File: src/design/ttk_pkg.sv
// Shared types and constants for the text map tokenizer.
// Used by ttk_lexer, ttk_out and text_map_tokenizer; no dependencies.
package ttk_pkg;

  localparam logic [7:0] CH_SLASH     = 8'h2F;
  localparam logic [7:0] CH_STAR      = 8'h2A;
  localparam logic [7:0] CH_QUOTE     = 8'h22;
  localparam logic [7:0] CH_BACKSLASH = 8'h5C;
  localparam logic [7:0] CH_NEWLINE   = 8'h0A;
  localparam logic [7:0] CH_DOT       = 8'h2E;
  localparam logic [7:0] SPACE_MAX    = 8'd32;
  localparam logic [7:0] DEL_LO       = 8'd127;
  localparam logic [7:0] DEL_HI       = 8'd160;

  localparam logic [1:0] KIND_TEXT   = 2'd0;
  localparam logic [1:0] KIND_WORD   = 2'd1;
  localparam logic [1:0] KIND_SYMBOL = 2'd2;

  typedef struct packed {
    logic [7:0] tok_byte;
    logic [1:0] tok_kind;
    logic       tok_first;
    logic       tok_end;
    logic       stream_done;
  } tok_t;

  // Up to three results of one input beat, slot 0 goes out first.
  typedef struct packed {
    tok_t [2:0] slot;
    logic [1:0] cnt;
  } tok_bundle_t;

  function automatic logic is_space(input logic [7:0] c);
    return (c <= SPACE_MAX) || ((c >= DEL_LO) && (c <= DEL_HI));
  endfunction

  function automatic logic word_start(input logic [7:0] c);
    return (c inside {[8'h61:8'h7A], [8'h41:8'h5A], [8'h30:8'h39], 8'h5F, 8'h2D, 8'h2B});
  endfunction

endpackage

File: src/design/text_map_tokenizer.sv
// Top level of the text map tokenizer: C-style lexer over a byte stream.
// Depends on ttk_pkg, ttk_lexer and ttk_out.
//
// One text byte is taken per beat and each beat yields zero to three result beats
// (token bytes, then the end-of-stream marker when tlast was set); m_axis_tlast marks
// the last result of an input beat. The lexer state updates in the accepting cycle and its
// results land in a three-slot output register, so an input beat is taken every cycle as
// long as each one yields at most one result and the output is ready; a beat with more
// results holds the input while the register drains one beat a cycle whenever ready.
module text_map_tokenizer (
  input  logic        clk,
  input  logic        rst,
  input  logic        s_axis_tvalid,
  output logic        s_axis_tready,
  input  logic [7:0]  s_axis_tdata,   // [7:0] in_byte
  input  logic        s_axis_tlast,   // final_byte
  output logic        m_axis_tvalid,
  input  logic        m_axis_tready,
  output logic [15:0] m_axis_tdata,   // [7:0] tok_byte, [8] tok_first, [9] tok_end, zero fill
  output logic [2:0]  m_axis_tuser,   // [1:0] tok_kind, [2] stream_done
  output logic        m_axis_tlast    // run_last
);

  ttk_pkg::tok_bundle_t bundle;
  ttk_pkg::tok_t        tok;
  logic                 accept;
  logic                 can_load;

  assign s_axis_tready = can_load;
  assign accept        = s_axis_tvalid && can_load;

  ttk_lexer u_lexer (
    .clk        (clk),
    .rst        (rst),
    .accept     (accept),
    .in_byte    (s_axis_tdata),
    .final_byte (s_axis_tlast),
    .bundle     (bundle)
  );

  ttk_out u_out (
    .clk       (clk),
    .rst       (rst),
    .load      (accept),
    .bundle    (bundle),
    .can_load  (can_load),
    .out_valid (m_axis_tvalid),
    .out_ready (m_axis_tready),
    .out_tok   (tok),
    .out_last  (m_axis_tlast)
  );

  assign m_axis_tdata = {6'd0, tok.tok_end, tok.tok_first, tok.tok_byte};
  assign m_axis_tuser = {tok.stream_done, tok.tok_kind};

endmodule

File: src/design/ttk_lexer.sv
// Lexer state and per-beat token decision for the text map tokenizer.
// Depends on ttk_pkg; feeds a result bundle to ttk_out.
module ttk_lexer (
  input  logic               clk,
  input  logic               rst,
  input  logic               accept,
  input  logic [7:0]         in_byte,
  input  logic               final_byte,
  output ttk_pkg::tok_bundle_t bundle
);

  typedef enum logic [2:0] {
    M_IDLE, M_SLASH, M_WORD, M_STR, M_ESC, M_BLK, M_BSTAR, M_LINE
  } mode_t;

  mode_t      mode, mode_next;
  logic [7:0] held_byte, held_byte_next;
  logic       held_first, held_first_next;

  // boundary decision for the current byte
  logic         b_emit;
  ttk_pkg::tok_t b_tok;
  mode_t        b_mode;
  logic         b_hold;

  always_comb begin
    b_emit = 1'b0;
    b_hold = 1'b0;
    b_mode = M_IDLE;
    b_tok  = '{tok_byte: in_byte, tok_kind: ttk_pkg::KIND_SYMBOL, tok_first: 1'b1,
               tok_end: 1'b1, stream_done: 1'b0};
    if (ttk_pkg::is_space(in_byte)) begin
      b_emit = 1'b0;
    end else if (in_byte == ttk_pkg::CH_SLASH) begin
      if (final_byte) begin
        b_emit = 1'b1;
      end else begin
        b_hold = 1'b1;
        b_mode = M_SLASH;
      end
    end else if (in_byte == ttk_pkg::CH_QUOTE) begin
      b_emit         = 1'b1;
      b_tok.tok_kind = ttk_pkg::KIND_TEXT;
      b_tok.tok_end  = final_byte;
      b_mode         = final_byte ? M_IDLE : M_STR;
    end else if (ttk_pkg::word_start(in_byte)) begin
      b_tok.tok_kind = ttk_pkg::KIND_WORD;
      if (final_byte) begin
        b_emit = 1'b1;
      end else begin
        b_hold = 1'b1;
        b_mode = M_WORD;
      end
    end else begin
      b_emit = 1'b1;
    end
  end

  ttk_pkg::tok_t [2:0] res;
  logic [1:0]          n;
  ttk_pkg::tok_t       held_tok;
  logic                use_bnd;

  always_comb begin
    res             = '0;
    n               = 2'd0;
    mode_next       = mode;
    held_byte_next  = held_byte;
    held_first_next = held_first;
    use_bnd         = 1'b0;
    held_tok        = '{tok_byte: held_byte, tok_kind: ttk_pkg::KIND_SYMBOL, tok_first: 1'b1,
                        tok_end: 1'b1, stream_done: 1'b0};
    case (mode)
      M_IDLE: begin
        use_bnd = 1'b1;
      end
      M_SLASH: begin
        if (in_byte == ttk_pkg::CH_STAR) begin
          mode_next = M_BLK;
        end else if (in_byte == ttk_pkg::CH_SLASH) begin
          mode_next = M_LINE;
        end else begin
          res[n] = held_tok;
          n      = n + 2'd1;
          use_bnd = 1'b1;
        end
      end
      M_WORD: begin
        held_tok.tok_kind  = ttk_pkg::KIND_WORD;
        held_tok.tok_first = held_first;
        if (ttk_pkg::word_start(in_byte) || in_byte == ttk_pkg::CH_DOT) begin
          held_tok.tok_end = 1'b0;
          res[n] = held_tok;
          n      = n + 2'd1;
          if (final_byte) begin
            res[n] = '{tok_byte: in_byte, tok_kind: ttk_pkg::KIND_WORD, tok_first: 1'b0,
                       tok_end: 1'b1, stream_done: 1'b0};
            n      = n + 2'd1;
          end else begin
            held_byte_next  = in_byte;
            held_first_next = 1'b0;
          end
        end else begin
          res[n] = held_tok;
          n      = n + 2'd1;
          use_bnd = 1'b1;
        end
      end
      M_STR: begin
        res[n] = '{tok_byte: in_byte, tok_kind: ttk_pkg::KIND_TEXT, tok_first: 1'b0,
                   tok_end: final_byte, stream_done: 1'b0};
        if (in_byte == ttk_pkg::CH_QUOTE) begin
          res[n].tok_end = 1'b1;
          mode_next      = M_IDLE;
        end else if (in_byte == ttk_pkg::CH_BACKSLASH) begin
          mode_next = M_ESC;
        end
        n = n + 2'd1;
      end
      M_ESC: begin
        res[n] = '{tok_byte: in_byte, tok_kind: ttk_pkg::KIND_TEXT, tok_first: 1'b0,
                   tok_end: final_byte, stream_done: 1'b0};
        n         = n + 2'd1;
        mode_next = M_STR;
      end
      M_BLK: begin
        if (in_byte == ttk_pkg::CH_STAR) begin
          mode_next = M_BSTAR;
        end
      end
      M_BSTAR: begin
        if (in_byte == ttk_pkg::CH_SLASH) begin
          mode_next = M_IDLE;
        end else if (in_byte != ttk_pkg::CH_STAR) begin
          mode_next = M_BLK;
        end
      end
      M_LINE: begin
        if (in_byte == ttk_pkg::CH_NEWLINE) begin
          mode_next = M_IDLE;
        end
      end
      default: begin
        mode_next = M_IDLE;
      end
    endcase

    if (use_bnd) begin
      mode_next = b_mode;
      if (b_emit) begin
        res[n] = b_tok;
        n      = n + 2'd1;
      end
      if (b_hold) begin
        held_byte_next  = in_byte;
        held_first_next = 1'b1;
      end
    end

    if (final_byte) begin
      res[n] = '{tok_byte: 8'd0, tok_kind: ttk_pkg::KIND_TEXT, tok_first: 1'b0,
                 tok_end: 1'b0, stream_done: 1'b1};
      n               = n + 2'd1;
      mode_next       = M_IDLE;
      held_byte_next  = 8'd0;
      held_first_next = 1'b0;
    end
  end

  assign bundle.slot = res;
  assign bundle.cnt  = n;

  always_ff @(posedge clk) begin
    if (rst) begin
      mode       <= M_IDLE;
      held_byte  <= 8'd0;
      held_first <= 1'b0;
    end else if (accept) begin
      mode       <= mode_next;
      held_byte  <= held_byte_next;
      held_first <= held_first_next;
    end
  end

endmodule

File: src/design/ttk_out.sv
// Result register for the text map tokenizer: holds one bundle, drains one beat a cycle while out_ready is high.
// Depends on ttk_pkg; loaded from ttk_lexer.
module ttk_out (
  input  logic                 clk,
  input  logic                 rst,
  input  logic                 load,
  input  ttk_pkg::tok_bundle_t bundle,
  output logic                 can_load,
  output logic                 out_valid,
  input  logic                 out_ready,
  output ttk_pkg::tok_t        out_tok,
  output logic                 out_last
);

  ttk_pkg::tok_t [2:0] slot;
  logic [1:0]          cnt;
  logic                take;

  assign out_valid = (cnt != 2'd0);
  assign take      = out_valid && out_ready;
  assign can_load  = (cnt == 2'd0) || ((cnt == 2'd1) && out_ready);
  assign out_tok   = slot[0];
  assign out_last  = (cnt == 2'd1);

  always_ff @(posedge clk) begin
    if (rst) begin
      cnt <= 2'd0;
    end else if (load) begin
      cnt <= bundle.cnt;
    end else if (take) begin
      cnt <= cnt - 2'd1;
    end
  end

  always_ff @(posedge clk) begin
    if (load) begin
      slot <= bundle.slot;
    end else if (take) begin
      slot[0] <= slot[1];
      slot[1] <= slot[2];
    end
  end

endmodule
File: config.mk
export PLATFORM = sky130hd
export DESIGN_NAME = text_map_tokenizer
export DESIGN_NICKNAME = d
export VERILOG_FILES = /design/src/design/ttk_pkg.sv /design/src/design/text_map_tokenizer.sv /design/src/design/ttk_lexer.sv /design/src/design/ttk_out.sv
export SDC_FILE = /design/constraint.sdc
export NUM_CORES = 1
export LEC_CHECK = 0
export ABC_CLOCK_PERIOD_IN_PS = 11700
export BUFFER_PORTS_ARGS = -buffer_cell sky130_fd_sc_hd__buf_4
export CAP_MARGIN = 25
export CORE_MARGIN = 2
export CORE_UTILIZATION = 51
export CTS_CLUSTER_SIZE = 40
export DETAILED_ROUTE_END_ITERATION = 8
export PLACE_DENSITY = 0.77
export SYNTH_ARGS = -nofsm -noshare
export SYNTH_HDL_FRONTEND = slang
export SYNTH_SLANG_ARGS = --single-unit
File: constraint.sdc
create_clock -name clk -period 11.7 [get_ports clk]
set_input_delay 2.34 -clock clk [delete_from_list [all_inputs] [get_ports clk]]
set_output_delay 2.34 -clock clk [all_outputs]
set_load 0.05 [all_outputs]
======== Yosys cells after proc, flatten, opt, wreduce, memory -nomap -nowiden ========
Cells that the tools add are included.
cells by class
  $add $sub $neg .......................... 3
  magnitude comparators ................... 13
  equal/unequal tests ..................... 23
  mux-type cells .......................... 74
  bitwise operators ....................... 3
  reduce and logical (&&, ||, !) cells .... 20
operators with widths
  cell                                                               count
  2-to-1 mux 39 bit                                                  3
  2-to-1 mux 13 bit                                                  7
  demux 13 bit (select 2 bit)                                        2
  2-to-1 mux 26 bit                                                  2
  one-hot mux 13 bit (4 select lines)                                1
  == test 8 x 6 -> 1 bit, second input constant                      6
  2-to-1 mux 8 bit                                                   5
  bitwise mux 39 bit                                                 1
  2-to-1 mux 3 bit                                                   13
  bitwise AND 36 bit                                                 1
  NOT 36 bit                                                         1
  2-to-1 mux 2 bit                                                   14
  greater-or-equal comparator 8 x 7 -> 1 bit, second input constant  3
  2-to-1 mux 1 bit                                                   23
  one-hot mux 3 bit (6 select lines)                                 1
  == test 8 x 7 -> 1 bit, second input constant                      2
  <= comparator 8 x 6 -> 1 bit, second input constant                2
  <= comparator 8 x 7 -> 1 bit, second input constant                2
  inequality test 5 x 2 -> 1 bit, second input constant              3
  == test 3 bit, second input constant                               4
  logical AND 1 bit                                                  9
  == test 8 x 4 -> 1 bit, second input constant                      1
  greater-or-equal comparator 8 x 6 -> 1 bit, second input constant  1
  <= comparator 8 bit, second input constant                         1
  20 further kinds                                                   28
word-level totals
  register bits after elaboration ......... 53
  word-level logic and storage cells ...... 155

======== Depth between registers and ports, before layout ========
Gate-level depths: netlist of the first run.
  depth in word-level cells ............... 17
  mapped depth ............................ 14
  mapped depth without buffers ............ 12

======== Modules after synthesis ========
From an unflattened synthesis of the first run, not the netlist that was laid out.
second synthesis, totals
  cell total of the unflattened synthesis .. 314
  area total of the unflattened synthesis .. 3320.7 µm²
modules (own cells, without submodules)
  module              instances  cells an instance  area an instance (µm²)  seq. area each (µm²)
  ttk_out             1          100                1775.5                  1211.2
  ttk_lexer           1          206                1490.2                  240.2
  text_map_tokenizer  1          8                  55.1                    0.0

======== Worst setup path before layout of the first run ========
Ideal clock, no wire load.
  path kind ............................... input to register
  from .................................... input s_axis_tdata[6]
  to ...................................... register u_out.slot, in the netlist u_out.out_tok[10], data pin
  data arrival time ....................... 5085 ps
  data required time ...................... 11439 ps
  slack ................................... 6354 ps
  stages on the path ...................... 11
  path through ............................ buf_2 > or4b_4 > or3_1 > a21boi_2 > nand2_1 > ha_1 > a21oi_1 > ha_1 > a21oi_1 > o21a_2 > a221o_1
on the way
  longest elaborated chain between the ends .. 17
  elaborated cells between the ends (all ways) .. 58
  those cells by class .................... add/sub: 1; order compare: 13; eq/ne: 7; mux: 26; bitwise: 2; reduce/logical: 9
RTL lines
  item                                                                                                                    RTL line                           text
  from (decl)                                                                                                             text_map_tokenizer.sv:15           input logic [7:0] s_axis_tdata,
  greater-or-equal comparator 8 x 7 -> 1 bit (tied with other cells)                                                      ttk_pkg.sv:38                      return (c inside {[8'h61:8'h7A], [8'h41:8'h5A], [8'h30:8'h39], 8'h5F, 8'h2D, 8'h2B});
  logical AND 1 bit                                                                                                       ttk_pkg.sv:38
  nonzero test 6 bit                                                                                                      ttk_pkg.sv:38
  logical OR 1 bit / 2-to-1 mux 1 bit (equally long branches)                                                             ttk_lexer.sv:91, ttk_lexer.sv:46
  2-to-1 mux 2 bit / 2-to-1 mux 1 bit (equally long branches)                                                             ttk_lexer.sv:91, ttk_lexer.sv:41
  one-hot mux 2 bit (3 select lines) / 2-to-1 mux 1 bit (equally long branches)                                           ttk_lexer.sv:73, ttk_lexer.sv:34
  adder 2 x 1 -> 2 bit / 2-to-1 mux 1 bit (equally long branches)                                                         ttk_lexer.sv:152, ttk_lexer.sv:32
  2-to-1 mux 2 bit                                                                                                        ttk_lexer.sv:150                   if (b_emit) begin
  2-to-1 mux 2 bit                                                                                                        ttk_lexer.sv:148                   if (use_bnd) begin
  < comparator 2 x 3 -> 1 bit (implied by the code) / greater-or-equal comparator 2 x 1 -> 1 bit (equally long branches)  ttk_lexer.sv:161                   res[n] = '{tok_byte: 8'd0, tok_kind: ttk_pkg::KIND_TEXT, tok_first: 1'b0,
  logical AND 1 bit (implied by the code)                                                                                 ttk_lexer.sv:161
  2-to-1 mux 13 bit (implied by the code)                                                                                 ttk_lexer.sv:161
  demux 13 bit (select 2 bit)                                                                                             n/a
  NOT 36 bit (no line)                                                                                                    n/a
  bitwise AND 36 bit (no line)                                                                                            n/a
  2-to-1 mux 39 bit (*)                                                                                                   ttk_lexer.sv:160                   if (final_byte) begin
  2-to-1 mux 26 bit (*)                                                                                                   ttk_out.sv:36                      if (load) begin
  to (signal assigned)                                                                                                    ttk_out.sv:37                      slot <= bundle.slot;
  to (decl)                                                                                                               ttk_out.sv:15                      ttk_pkg::tok_t [2:0] slot;
Every way passes the cells marked *; elsewhere a longest branch is shown, timed or not.
A chain may end at the register's enable or synchronous reset.

======== Worst setup path in the final report of the first run ========
  from .................................... input s_axis_tdata[4]
  to ...................................... register u_out.slot, in the netlist u_out.out_tok[9], data pin
Same word-level chain as after synthesis.

==> insert_results.sql, run 1 <==
INSERT INTO impl_metrics (metric_group, metric, value, unit) VALUES
('status', 'status', 'complete, no violations', ''),
('sta', 'unrepaired_setup_endpoints_after_global_routing', 'false', ''),
('pwr', 'internal_power', '0.000383', 'W'),
('logic_synthesis', 'synthMuxAreaShare', '0.00922', ''),
('cts', 'cts-buffers-inserted', '5', ''),
('cts', 'cts.root.buffer_cell', 'clkbuf_8', ''),
('floorplan', 'fp.dieW', '83.9', 'um'),
('sta', 'final_period_utilization', '0.496', ''),
('critical_path', 'worstPathCellList', 'buf_4, or4_1, a21o_1, o2bb2ai_2, o41ai_4, and2_1, xnor2_1, inv_1, ha_1, a21oi_1, o21ai_0, nor2_2, a221o_1', ''),
('logic_synthesis', 'async_flop_share', '0', ''),
('critical_path', 'critical_path_arrival', '5.99', 'ns'),
('pwr', 'power_frac_comb', '0.395', ''),
('floorplan', 'coreArea', '0.00628', 'sq mm'),
('cts', 'cts_tree', 'built', ''),
('sta', 'setup_viol_count_final', '0', ''),
('drt', 'ant_nets', '0', ''),
('placement', 'place.port_buffers', '28', ''),
('hold_path', 'hold_path_class', 'reg2reg', ''),
('sta', 'maxSlewViolCount', '0', ''),
('logic_synthesis', 'synth_flop_cell', 'edfxtp_1', ''),
('critical_path', 'critical_path.slowest_cell', 'or4_1', ''),
('pwr', 'sw_frac_of_total', '0.394', ''),
('sta', 'slew_headroom', '0.318', ''),
('drt', 'totalWireLength', '7370', 'um'),
('floorplan', 'io-pin-count', '35', ''),
('cts', 'ctsResizeCount', '0', ''),
('pwr', 'p_leak', '1.30', 'nW'),
('floorplan', 'rows', '29', ''),
('placement', 'placed_area', '0.00337', 'sq mm'),
('critical_path', 'worstSetupEndpointType', 'register', ''),
('logic_synthesis', 'synth_xor_xnor_area_share', '0.0108', ''),
('pwr', 'power_density', '181', 'mW/mm^2'),
('cts', 'cts_setup_buffers', '0', ''),
('critical_path', 'critPathMaxFanout', '13', ''),
('pwr', 'report.power.total', '0.000633', 'W'),
('logic_synthesis', 'post_synth_fa_ha_maj_area_fraction', '0.0307', ''),
('floorplan', 'die-area', '0.00704', 'sq mm'),
('sta', 'max_clock_freq', '172', 'MHz'),
('logic_synthesis', 'synth.ff_latch_count', '53', ''),
('grt', 'first_pass_grt_wire_length', '12000', 'um'),
('cts', 'cts_max_level', '2', ''),
('finish', 'nNetsFinal', '348', ''),
('critical_path', 'cpLargestDelayFamily', 'compound AO/OA/AOI/OAI gates', ''),
('sta', 'final.setup_skew', '0.00794', 'ns'),
('floorplan', 'floorplan.initialDensity', '0.519', ''),
('cts', 'clkTransAtPathRegs', '0.10', 'ns'),
('logic_synthesis', 'combinational_family_with_the_most_area_after_synthesis', 'compound AO/OA/AOI/OAI gates', ''),
('sta', 'period_needed', '5.80', 'ns'),
('finish', 'area_growth_syn_to_fin', '7.07', '%'),
('cts', 'insertion_delay', '0.31', 'ns'),
('grt', 'grt.overflow.total', '0', ''),
('critical_path', 'critical_path.n_buffers_inverters', '2', ''),
('sta', 'setup_ws', '5.90', 'ns'),
('pwr', 'part_of_the_power_in_the_clock_network', '0.168', ''),
('logic_synthesis', 'synth_area', '0.00326', 'sq mm'),
('logic_synthesis', 'yosysWarningCount', '0', ''),
('grt', 'grt_use_total', '0.212', ''),
('finish', 'final_instance_area', '0.00349', 'sq mm'),
('logic_synthesis', 'netlist_instances', '322', ''),
('drt', 'wl_per_cell', '18.2', 'um'),
('sta', 'final_hold_vio_count', '0', ''),
('logic_synthesis', 'synth_compound_area_frac', '0.239', ''),
('drt', 'drt_pre_antenna_iters', '5', ''),
('pwr', 'ir_worst_vdd', '0.132', 'mV'),
('sta', 'totalNegativeSetupSlack', '0', 'ns'),
('logic_synthesis', 'yosys.area_share.simple', '0.179', ''),
('grt', 'vias_in_the_first_global_route', '2376', ''),
('drt', 'drt_iter0_drc', '206', ''),
('drt', 'vias_per_cell', '6.29', ''),
('pwr', 'p_sw', '0.000249', 'W'),
('placement', 'place_worst_setup_slack', '5.64', 'ns');
## cells in the final DEF, fill, tap and decap left out, types with 3 or more instances in the layout
cell       count
a22o_1        17
edfxtp_1      39
nor2b_1        4
a21oi_1       18
o21ai_1        7
nand2b_1       4
nor3_1         3
mux2i_1        3
or3_1          5
nand3_1        9
nand4_1        4
inv_1         13
a221o_1        8
conb_1         6
buf_4         29
o21ai_0       13
nand2_1       21
dfxtp_1       14
ha_1           8
nor2_1        12
o2111ai_1      3
and2_1        21
clkbuf_8       5
o31ai_1        4
## synthesized netlist by cell type, drive strengths merged, types with 2 or more instances
| cell | number | share of area |
|---|---|---|
| a211oi | 2 | 0.0046 |
| a21boi | 2 | 0.0069 |
| a21o | 2 | 0.0046 |
| a21oi | 20 | 0.033 |
| a221o | 8 | 0.025 |
| a22o | 17 | 0.046 |
| a2bb2oi | 2 | 0.0073 |
| a311oi | 2 | 0.0054 |
| a31oi | 2 | 0.0038 |
| a32oi | 2 | 0.0054 |
| and2 | 21 | 0.040 |
| buf | 24 | 0.053 |
| clkbuf | 13 | 0.015 |
| dfxtp | 14 | 0.086 |
| edfxtp | 39 | 0.36 |
| ha | 8 | 0.031 |
| inv | 13 | 0.015 |
| mux2i | 3 | 0.0092 |
| nand2 | 21 | 0.024 |
| nand2b | 4 | 0.0077 |
| nand3 | 9 | 0.014 |
| nand3b | 2 | 0.0046 |
| nand4 | 4 | 0.0077 |
| nor2 | 14 | 0.019 |
| nor2b | 4 | 0.0077 |
| nor3 | 4 | 0.0077 |
| nor3b | 2 | 0.0046 |
| nor4 | 2 | 0.0038 |
| o2111ai | 3 | 0.0081 |
| o21ai | 20 | 0.031 |
| o31ai | 4 | 0.0092 |
| or3 | 5 | 0.0096 |
| or3b | 2 | 0.0054 |
| or4 | 2 | 0.0046 |
| or4b | 2 | 0.0073 |
| xnor2 | 2 | 0.0054 |
| xor2 | 2 | 0.0054 |
## path summary, 6_finish.rpt
| path | from | end | slack [ns] | cells past startpoint |
|---|---|---|---|---|
| max reg2reg | u_lexer.mode[2] | u_out.out_tok[9] | 7.99 | 11 |
| max | s_axis_tdata[4] | u_out.out_tok[9] | 5.90 | 13 |
| min reg2reg | u_lexer.held_first | u_lexer.held_first | 0.47 | 2 |
| min | u_lexer.held_first | u_lexer.held_first | 0.47 | 2 |
## cell families after synthesis
| group | count (synthesis) |
|---|---|
| adder cells (fa/ha/maj) | 8 |
| buffers and inverters | 51 |
| XOR/XNOR | 4 |
| other | 1 |
| AO/OA/AOI/OAI | 100 |
| AND/OR/NAND/NOR | 102 |
| flip-flops | 53 |
| multiplexers | 3 |
## registers in the layout, summed over array words and instances, names as in the netlist
name and cells:
u_out.slot 26, u_lexer.held_first 1, u_lexer.mode 3, u_lexer.held_byte 8, u_out.out_tok 13, u_out.cnt 2
## power by group through the flow
stage / Clock (W) / Combinational [W] / Sequential, W
global placement: 0 / 0.000239 / 0.000279
detailed placement: 0 / 0.000243 / 0.000282
finish: 0.000106 / 0.000250 / 0.000276
CTS: 0.000108 / 0.000244 / 0.000277
floorplan: 0 / 0.000204 / 0.000274
global route: 0.000115 / 0.000266 / 0.000279
## final cells by class
class                   count  area, sq um
clock inverters             3         21.3
multi-input cells         223         1550
inverters                  14         52.6
flip-flops and latches     53         1450
clock buffers               5         68.8
repair buffers             30          245
fillers                   549         2790
well taps                  77         96.3
## worst min-delay path, stage by stage (launching register included)
cell and delay [ns]:
dfxtp_1 0.33, nand2_1 0.05, a21oi_1 0.05
## through the flow
step | std cells | util | hold WS, ns
6_report | 405 | 0.555 | 0.473
5_1_grt | 405 | 0.555 | 0.503
3_5_place_dp | 396 | 0.537 | 0.460
2_1_floorplan | 327 | - | 0.431
4_1_cts | 404 | 0.551 | 0.474
3_3_place_gp | 396 | 0.537 | 0.450
## per-layer routing
metal  track usage  part of all wire
met4        0.0733             0.019
met5             0                 0
met3        0.0346             0.063
met1         0.300              0.45
met2         0.329              0.46
(Power assumes the default switching activity.)
==> run 2: changes to the inputs <==
--- a/config.mk
+++ b/config.mk
@@ -5,14 +5,14 @@
 export SDC_FILE = /design/constraint.sdc
 export NUM_CORES = 1
 export LEC_CHECK = 0
-export ABC_CLOCK_PERIOD_IN_PS = 11700
+export ABC_CLOCK_PERIOD_IN_PS = 4700
 export BUFFER_PORTS_ARGS = -buffer_cell sky130_fd_sc_hd__buf_4
 export CAP_MARGIN = 25
 export CORE_MARGIN = 2
 export CORE_UTILIZATION = 51
 export CTS_CLUSTER_SIZE = 40
 export DETAILED_ROUTE_END_ITERATION = 8
-export PLACE_DENSITY = 0.77
+export PLACE_DENSITY = 0.8
 export SYNTH_ARGS = -nofsm -noshare
 export SYNTH_HDL_FRONTEND = slang
 export SYNTH_SLANG_ARGS = --single-unit
==> constraint.sdc (replaced) <==
create_clock -name clk -period 4.7 [get_ports clk]
set_input_delay 0.94 -clock clk [delete_from_list [all_inputs] [get_ports clk]]
set_output_delay 0.94 -clock clk [all_outputs]
set_load 0.05 [all_outputs]
==> run 2 against run 1 <==
  * Worst hold slack better by 0.017 ns
  * Global-route usage is 0.078 points lower
  * Combinational power grew to 2.5 times the previous value
  * Clock power grew to 2.6 times the previous value
  * Final cell count is 0.49% higher
  * Highest routed layer unchanged
  * Sequential share of layout area is 0.22 points lower
  * Final area is 0.54% higher
  * Power grew to 2.5 times the previous value
==> insert_results.sql, run 2 (synthesis gave the netlist of run 1 again) <==
INSERT INTO impl_metrics (metric_group, metric, value, unit) VALUES
('job', 'timing.max_cap.violations', '0', ''),
('grt', 'grt_use_total', '0.211', ''),
('critical_path', 'timing.critical_path.from_type', 'input port', ''),
('finish', 'nNetsFinal', '350', ''),
('finish', 'layout.cells.most_common', 'edfxtp_1', ''),
('pwr', 'p_leak', '1.31', 'nW'),
('critical_path', 'critical_path_arrival', '4.41', 'ns'),
('critical_path', 'worstSetupEndpointType', 'register', ''),
('placement', 'finalWeightedCongestion', '0.979', ''),
('placement', 'place.port_buffers', '28', ''),
('hold_path', 'hold_path_class', 'reg2reg', ''),
('drt', 'wl_per_cell', '18.0', 'um'),
('critical_path', 'critPathMaxFanout', '13', ''),
('sta', 'setup_viol_count_final', '0', ''),
('sta', 'final_period_utilization', '0.900', ''),
('critical_path', 'critical_path_class', 'in2reg', ''),
('sta', 'unrepaired_setup_endpoints_after_global_routing', 'false', ''),
('cts', 'cts.sinks', '53', ''),
('finish', 'layout.cells.most_common_list', 'edfxtp_1 (39), buf_4 (31), nand2_1 (21), and2_1 (21), a21oi_1 (18)', ''),
('floorplan', 'rows', '29', ''),
('grt', 'first_pass_grt_wire_length', '11800', 'um'),
('critical_path', 'worstPathCellList', 'buf_4, or4_1, a21o_1, o2bb2ai_2, o41ai_4, and2_1, xnor2_1, inv_1, ha_1, a21oi_1, o21ai_0, nor2_2, a221o_1', ''),
('sta', 'period_needed', '4.23', 'ns'),
('critical_path', 'setup.reg_to_reg.worst_slack', '1.00', 'ns'),
('floorplan', 'io-pin-count', '35', ''),
('critical_path', 'critical_path.n_buffers_inverters', '2', ''),
('critical_path', 'critical_path.slowest_cell', 'or4_1', ''),
('critical_path', 'max_stage_delay', '0.56', 'ns'),
('critical_path', 'cpLargestDelayFamily', 'compound AO/OA/AOI/OAI gates', ''),
('cts', 'cts_tree', 'built', ''),
('critical_path', 'critical_path_launch_point', 's_axis_tdata[4]', ''),
('finish', 'register_with_the_most_flip_flops', 'u_out.slot', ''),
('floorplan', 'coreArea', '0.00628', 'sq mm'),
('sta', 'max_clock_freq', '236', 'MHz'),
('drt', 'via_count', '2574', ''),
('drt', 'drt_iter0_drc', '291', ''),
('sta', 'totalNegativeSetupSlack', '0', 'ns'),
('finish', 'post_route_cells_drive_above_1_share', '0.176', ''),
('critical_path', 'crit_cells', '13', ''),
('floorplan', 'die_extent_in_y', '83.9', 'um'),
('sta', 'transition_time_at_the_pin_with_the_least_slew_margin', '1.08', 'ns'),
('pwr', 'power_density', '451', 'mW/mm^2'),
('status', 'status', 'complete, no violations', ''),
('finish', 'max_reg_flops', '26', ''),
('drt', 'vias_per_cell', '6.32', ''),
('cts', 'insertion_delay', '0.32', 'ns'),
('cts', 'cts-buffers-inserted', '5', ''),
('sta', 'final_hold_vio_count', '0', ''),
('finish', 'area_growth_syn_to_fin', '7.65', '%'),
('drt', 'drt_pre_antenna_iters', '5', ''),
('grt', 'grt_antenna_before_repair', '0', ''),
('critical_path', 'critPathRequiredTime', '4.89', 'ns'),
('cts', 'clock_path_buffers', '2', ''),
('finish', 'antenna_cells', '0', ''),
('drt', 'drc', '0', ''),
('grt', 'grt.overflow.total', '0', ''),
('floorplan', 'floorplan.initialDensity', '0.519', ''),
('floorplan', 'die-area', '0.00704', 'sq mm'),
('floorplan', 'fp.dieW', '83.9', 'um'),
('drt', 'totalWireLength', '7320', 'um'),
('critical_path', 'regToRegStartpoint', 'u_lexer.mode[2]', ''),
('finish', 'post-route-util', '0.558', ''),
('cts', 'ctsResizeCount', '0', ''),
('finish', 'multi_input_area', '0.00155', 'sq mm'),
('cts', 'cts.root.buffer_cell', 'clkbuf_8', ''),
('critical_path', 'setup.worst_path.end', 'u_out.out_tok[6]', ''),
('cts', 'quantity_of_hold_fixing_buffers_added_after_cts', '0', ''),
('cts', 'cts_setup_buffers', '0', ''),
('cts', 'cts_max_level', '2', ''),
('grt', 'grt_start_max_net_pins', '33', ''),
('placement', 'dp_hpwl', '5050', 'um'),
('sta', 'final.setup_skew', '0.00935', 'ns'),
('cts', 'clkTransAtPathRegs', '0.10', 'ns'),
('pwr', 'ir_worst_vdd', '0.293', 'mV'),
('finish', 'layout.filler_cells', '534', ''),
('sta', 'maxSlewViolCount', '0', ''),
('sta', 'slew_headroom', '0.273', ''),
('grt', 'vias_in_the_first_global_route', '2274', ''),
('finish', 'sequential_cell_area', '0.00145', 'sq mm'),
('critical_path', 'timing.reg2reg.worst_path_depth', '11', ''),
('critical_path', 'regToRegEndpoint', 'u_out.out_tok[6]', ''),
('drt', 'ant_nets', '0', '');
## run 2: layout make-up
cell class / instances / area share
multi-input combinational: 223 / 0.442
clock inverter: 3 / 0.00714
sequential: 53 / 0.414
timing repair buffer: 32 / 0.0743
tap: 77 / 0.0275
clock buffer: 5 / 0.0196
inverter: 14 / 0.0150
## run 2: metal layers
metal  track usage  up-vias  wire length (um)
li1              -     1196                 -
met3        0.0346       16               468
met5             0        -                 0
met1         0.294     1252              3190
met2         0.328      110              3470
met4        0.0850        0               187
## run 2: how the worst min path moves through the flow
stage,startpoint,endpoint,depth (start not counted)
after floorplan,u_lexer.held_byte[7],u_lexer.held_byte[7],1
after global placement,u_lexer.held_first,u_lexer.held_first,2
after detailed placement,u_lexer.held_byte[4],u_lexer.held_byte[4],1
after CTS,u_lexer.held_first,u_lexer.held_first,2
after global routing,u_lexer.held_first,u_lexer.held_first,2
final,u_lexer.held_first,u_lexer.held_first,2
## run 2: metrics by stage
stage / hold slack (ns) / setup slack, ns / std cells / instance area [sq um] / total power (W)
2_1_floorplan: 0.431 / 0.754 / 327 / 3270 / 0.00119
4_1_cts: 0.483 / 0.552 / 406 / 3480 / 0.00157
5_1_grt: 0.508 / 0.267 / 407 / 3500 / 0.00166
3_5_place_dp: 0.467 / 0.218 / 398 / 3380 / 0.00130
6_report: 0.490 / 0.471 / 407 / 3500 / 0.00158
3_3_place_gp: 0.451 / 0.377 / 398 / 3380 / 0.00129
## run 2: power by group
part           leakage [nW]  internal (W)  total (W)  switching, W
Sequential            0.505      0.000649   0.000683     0.0000341
Clock                0.0466      0.000109   0.000272      0.000163
Combinational         0.762      0.000201   0.000626      0.000425
Total                  1.31      0.000960    0.00158      0.000622
## run 2: worst reg2reg max path: cells and delay by family, from the launching register on
kind,cells,cell delay (ns)
and+or+nand+nor,3,0.89
AOI/OAI and AO/OA,6,1.43
DFF,1,0.69
adders and majority gates,2,0.59
==> run 3: changes to the inputs <==
--- a/config.mk
+++ b/config.mk
@@ -9,10 +9,10 @@
 export BUFFER_PORTS_ARGS = -buffer_cell sky130_fd_sc_hd__buf_4
 export CAP_MARGIN = 25
 export CORE_MARGIN = 2
-export CORE_UTILIZATION = 51
+export CORE_UTILIZATION = 40
 export CTS_CLUSTER_SIZE = 40
 export DETAILED_ROUTE_END_ITERATION = 8
-export PLACE_DENSITY = 0.8
+export PLACE_DENSITY = 0.66
 export SYNTH_ARGS = -nofsm -noshare
 export SYNTH_HDL_FRONTEND = slang
 export SYNTH_SLANG_ARGS = --single-unit
==> run 3 against run 2 <==
  * Fmax increased by 4.6%
  * Count of clock-buffer cells in the layout unchanged
  * Final cell count increased by 6.6%
  * Worst hold slack got worse by 0.014 ns
  * Final area increased by 1.3%
  * Global-route usage decreased by 2.8 points
  * Critical path type unchanged
  * Largest power group unchanged
==> insert_results.sql, run 3 (synthesis gave the netlist of run 1 again) <==
INSERT INTO impl_metrics (metric_group, metric, value, unit) VALUES
('status', 'status', 'complete, no violations', ''),
('cts', 'cts-buffers-inserted', '5', ''),
('drt', 'totalWireLength', '7680', 'um'),
('cts', 'quantity_of_hold_fixing_buffers_added_after_cts', '0', ''),
('grt', 'grt_use_total', '0.182', ''),
('placement', 'finalWeightedCongestion', '0.873', ''),
('critical_path', 'critical_path_arrival', '4.11', 'ns'),
('sta', 'period_needed', '4.04', 'ns'),
('finish', 'post_layout_nonfiller_instances', '434', ''),
('grt', 'grt.overflow.total', '0', ''),
('finish', 'max_reg_flops', '26', ''),
('critical_path', 'regToRegEndpoint', 'u_out.out_tok[10]', ''),
('sta', 'final.setup_skew', '0.00721', 'ns'),
('hold_path', 'hold_path_startpoint', 'u_lexer.held_first', ''),
('sta', 'final_hold_vio_count', '0', ''),
('drt', 'wl_per_cell', '17.7', 'um'),
('sta', 'unrepaired_setup_endpoints_after_global_routing', 'false', ''),
('sta', 'final_period_utilization', '0.860', ''),
('critical_path', 'critical_path_class', 'in2reg', ''),
('drt', 'via_count', '2572', ''),
('cts', 'cts_tree', 'built', ''),
('critical_path', 'critPathMaxFanout', '13', ''),
('pwr', 'p_leak', '1.32', 'nW'),
('finish', 'layout.cells.most_common', 'edfxtp_1', ''),
('grt', 'vias_in_the_first_global_route', '2406', ''),
('placement', 'post-place-cells', '426', ''),
('floorplan', 'die-area', '0.00888', 'sq mm'),
('floorplan', 'coreArea', '0.00781', 'sq mm'),
('critical_path', 'timing.reg2reg.worst_path_depth', '11', ''),
('drt', 'drt_pre_antenna_iters', '6', ''),
('sta', 'totalNegativeSetupSlack', '0', 'ns'),
('floorplan', 'die_extent_in_y', '94.2', 'um'),
('finish', 'nNetsFinal', '352', ''),
('critical_path', 'setup.worst_path.end', 'u_out.out_tok[10]', ''),
('drt', 'drc', '0', ''),
('sta', 'transition_time_at_the_pin_with_the_least_slew_margin', '1.09', 'ns'),
('finish', 'layout.cells.most_common_list', 'edfxtp_1 (39), buf_4 (33), nand2_1 (21), and2_1 (21), a21oi_1 (18)', ''),
('placement', 'dp_hpwl', '5430', 'um'),
('finish', 'antenna_cells', '0', ''),
('critical_path', 'critPathRequiredTime', '4.77', 'ns'),
('placement', 'placed_area', '0.00346', 'sq mm'),
('cts', 'clock_path_buffers', '2', ''),
('sta', 'setup_ws', '0.656', 'ns'),
('critical_path', 'worstSetupEndpointType', 'register', ''),
('sta', 'maxSlewViolCount', '0', ''),
('cts', 'cts.root.buffer_cell', 'clkbuf_8', ''),
('floorplan', 'rows', '32', ''),
('finish', 'final_instance_area', '0.00355', 'sq mm'),
('drt', 'vias_per_cell', '5.93', ''),
('grt', 'grt_start_max_net_pins', '33', ''),
('placement', 'place_worst_setup_slack', '0.342', 'ns'),
('grt', 'first_pass_grt_wire_length', '12500', 'um'),
('grt', 'grt_antenna_before_repair', '0', ''),
('cts', 'insertion_delay', '0.31', 'ns'),
('hold_path', 'hold_path_class', 'reg2reg', ''),
('critical_path', 'critical_path_launch_point', 's_axis_tdata[4]', ''),
('finish', 'register_with_the_most_flip_flops', 'u_out.slot', ''),
('pwr', 'power_density', '448', 'mW/mm^2'),
('drt', 'drt_iter0_drc', '187', ''),
('cts', 'cts_setup_buffers', '0', ''),
('cts', 'cts.sinks', '53', ''),
('job', 'timing.max_cap.violations', '0', ''),
('cts', 'cts_max_level', '2', ''),
('sta', 'max_clock_freq', '247', 'MHz'),
('cts', 'clkTransAtPathRegs', '0.11', 'ns'),
('finish', 'area_growth_syn_to_fin', '9.07', '%'),
('drt', 'ant_nets', '0', ''),
('pwr', 'report.power.total', '0.00159', 'W'),
('floorplan', 'fp.dieW', '94.2', 'um'),
('floorplan', 'floorplan.initialDensity', '0.417', ''),
('placement', 'place.port_buffers', '28', ''),
('critical_path', 'timing.critical_path.from_type', 'input port', ''),
('critical_path', 'setup.reg_to_reg.worst_slack', '1.13', 'ns'),
('sta', 'slew_headroom', '0.264', ''),
('floorplan', 'io-pin-count', '35', ''),
('finish', 'post_route_cells_drive_above_1_share', '0.181', ''),
('critical_path', 'regToRegStartpoint', 'u_lexer.mode[2]', ''),
('cts', 'ctsResizeCount', '0', ''),
('pwr', 'ir_worst_vdd', '0.172', 'mV'),
('sta', 'setup_viol_count_final', '0', '');
run 3: cell count changes in the layout (fill, tap and decap cells not counted), sizes merged:
| cell | delta |
|---|---|
| buf | +2 |
run 3: worst min path at each step:
stage          cells after the start              endpoint  slack [ns]
4_1_cts                            2    u_lexer.held_first        0.48
3_5_place_dp                       1  u_lexer.held_byte[6]        0.46
2_1_floorplan                      1  u_lexer.held_byte[7]        0.43
3_3_place_gp                       2    u_lexer.held_first        0.45
6_report                           2    u_lexer.held_first        0.48
5_1_grt                            2    u_lexer.held_first        0.51
run 3: layer usage:
metal / vias up / track usage / share of wire
met3: 16 / 0.0265 / 0.056
met4: 0 / 0.0652 / 0.023
li1: 1205 / - / -
met5: - / 0 / 0
met2: 110 / 0.290 / 0.48
met1: 1241 / 0.252 / 0.44
run 3: area by class of cell:
| class | instances | area (sq um) |
|---|---|---|
| clock inverter | 3 | 25.0 |
| timing repair buffer | 34 | 275 |
| sequential | 53 | 1450 |
| inverter | 14 | 52.6 |
| fill | 750 | 4260 |
| clock buffer | 5 | 68.8 |
| multi-input combinational | 223 | 1550 |
| tap | 102 | 128 |
run 3: metrics by stage:
stage | util | hold slack [ns]
5_1_grt | 0.455 | 0.511
6_report | 0.455 | 0.476
3_3_place_gp | 0.439 | 0.450
2_1_floorplan | - | 0.431
3_5_place_dp | 0.443 | 0.457
4_1_cts | 0.455 | 0.477
run 3: where the power goes:
part | total (W) | internal (W) | switching, W
clock | 0.000275 | 0.000109 | 0.000165
combinational | 0.000633 | 0.000204 | 0.000429
sequential | 0.000685 | 0.000650 | 0.0000352
total | 0.00159 | 0.000963 | 0.000629
run 3: critical path, stage by stage:
cell,delay [ns]
buf_4,0.16
or4_1,0.54
a21o_1,0.22
o2bb2ai_2,0.22
o21ai_1,0.27
a21oi_2,0.15
ha_1,0.36
a21oi_1,0.23
ha_1,0.22
a21oi_1,0.09
buf_4,0.17
o21a_2,0.17
a221o_1,0.36
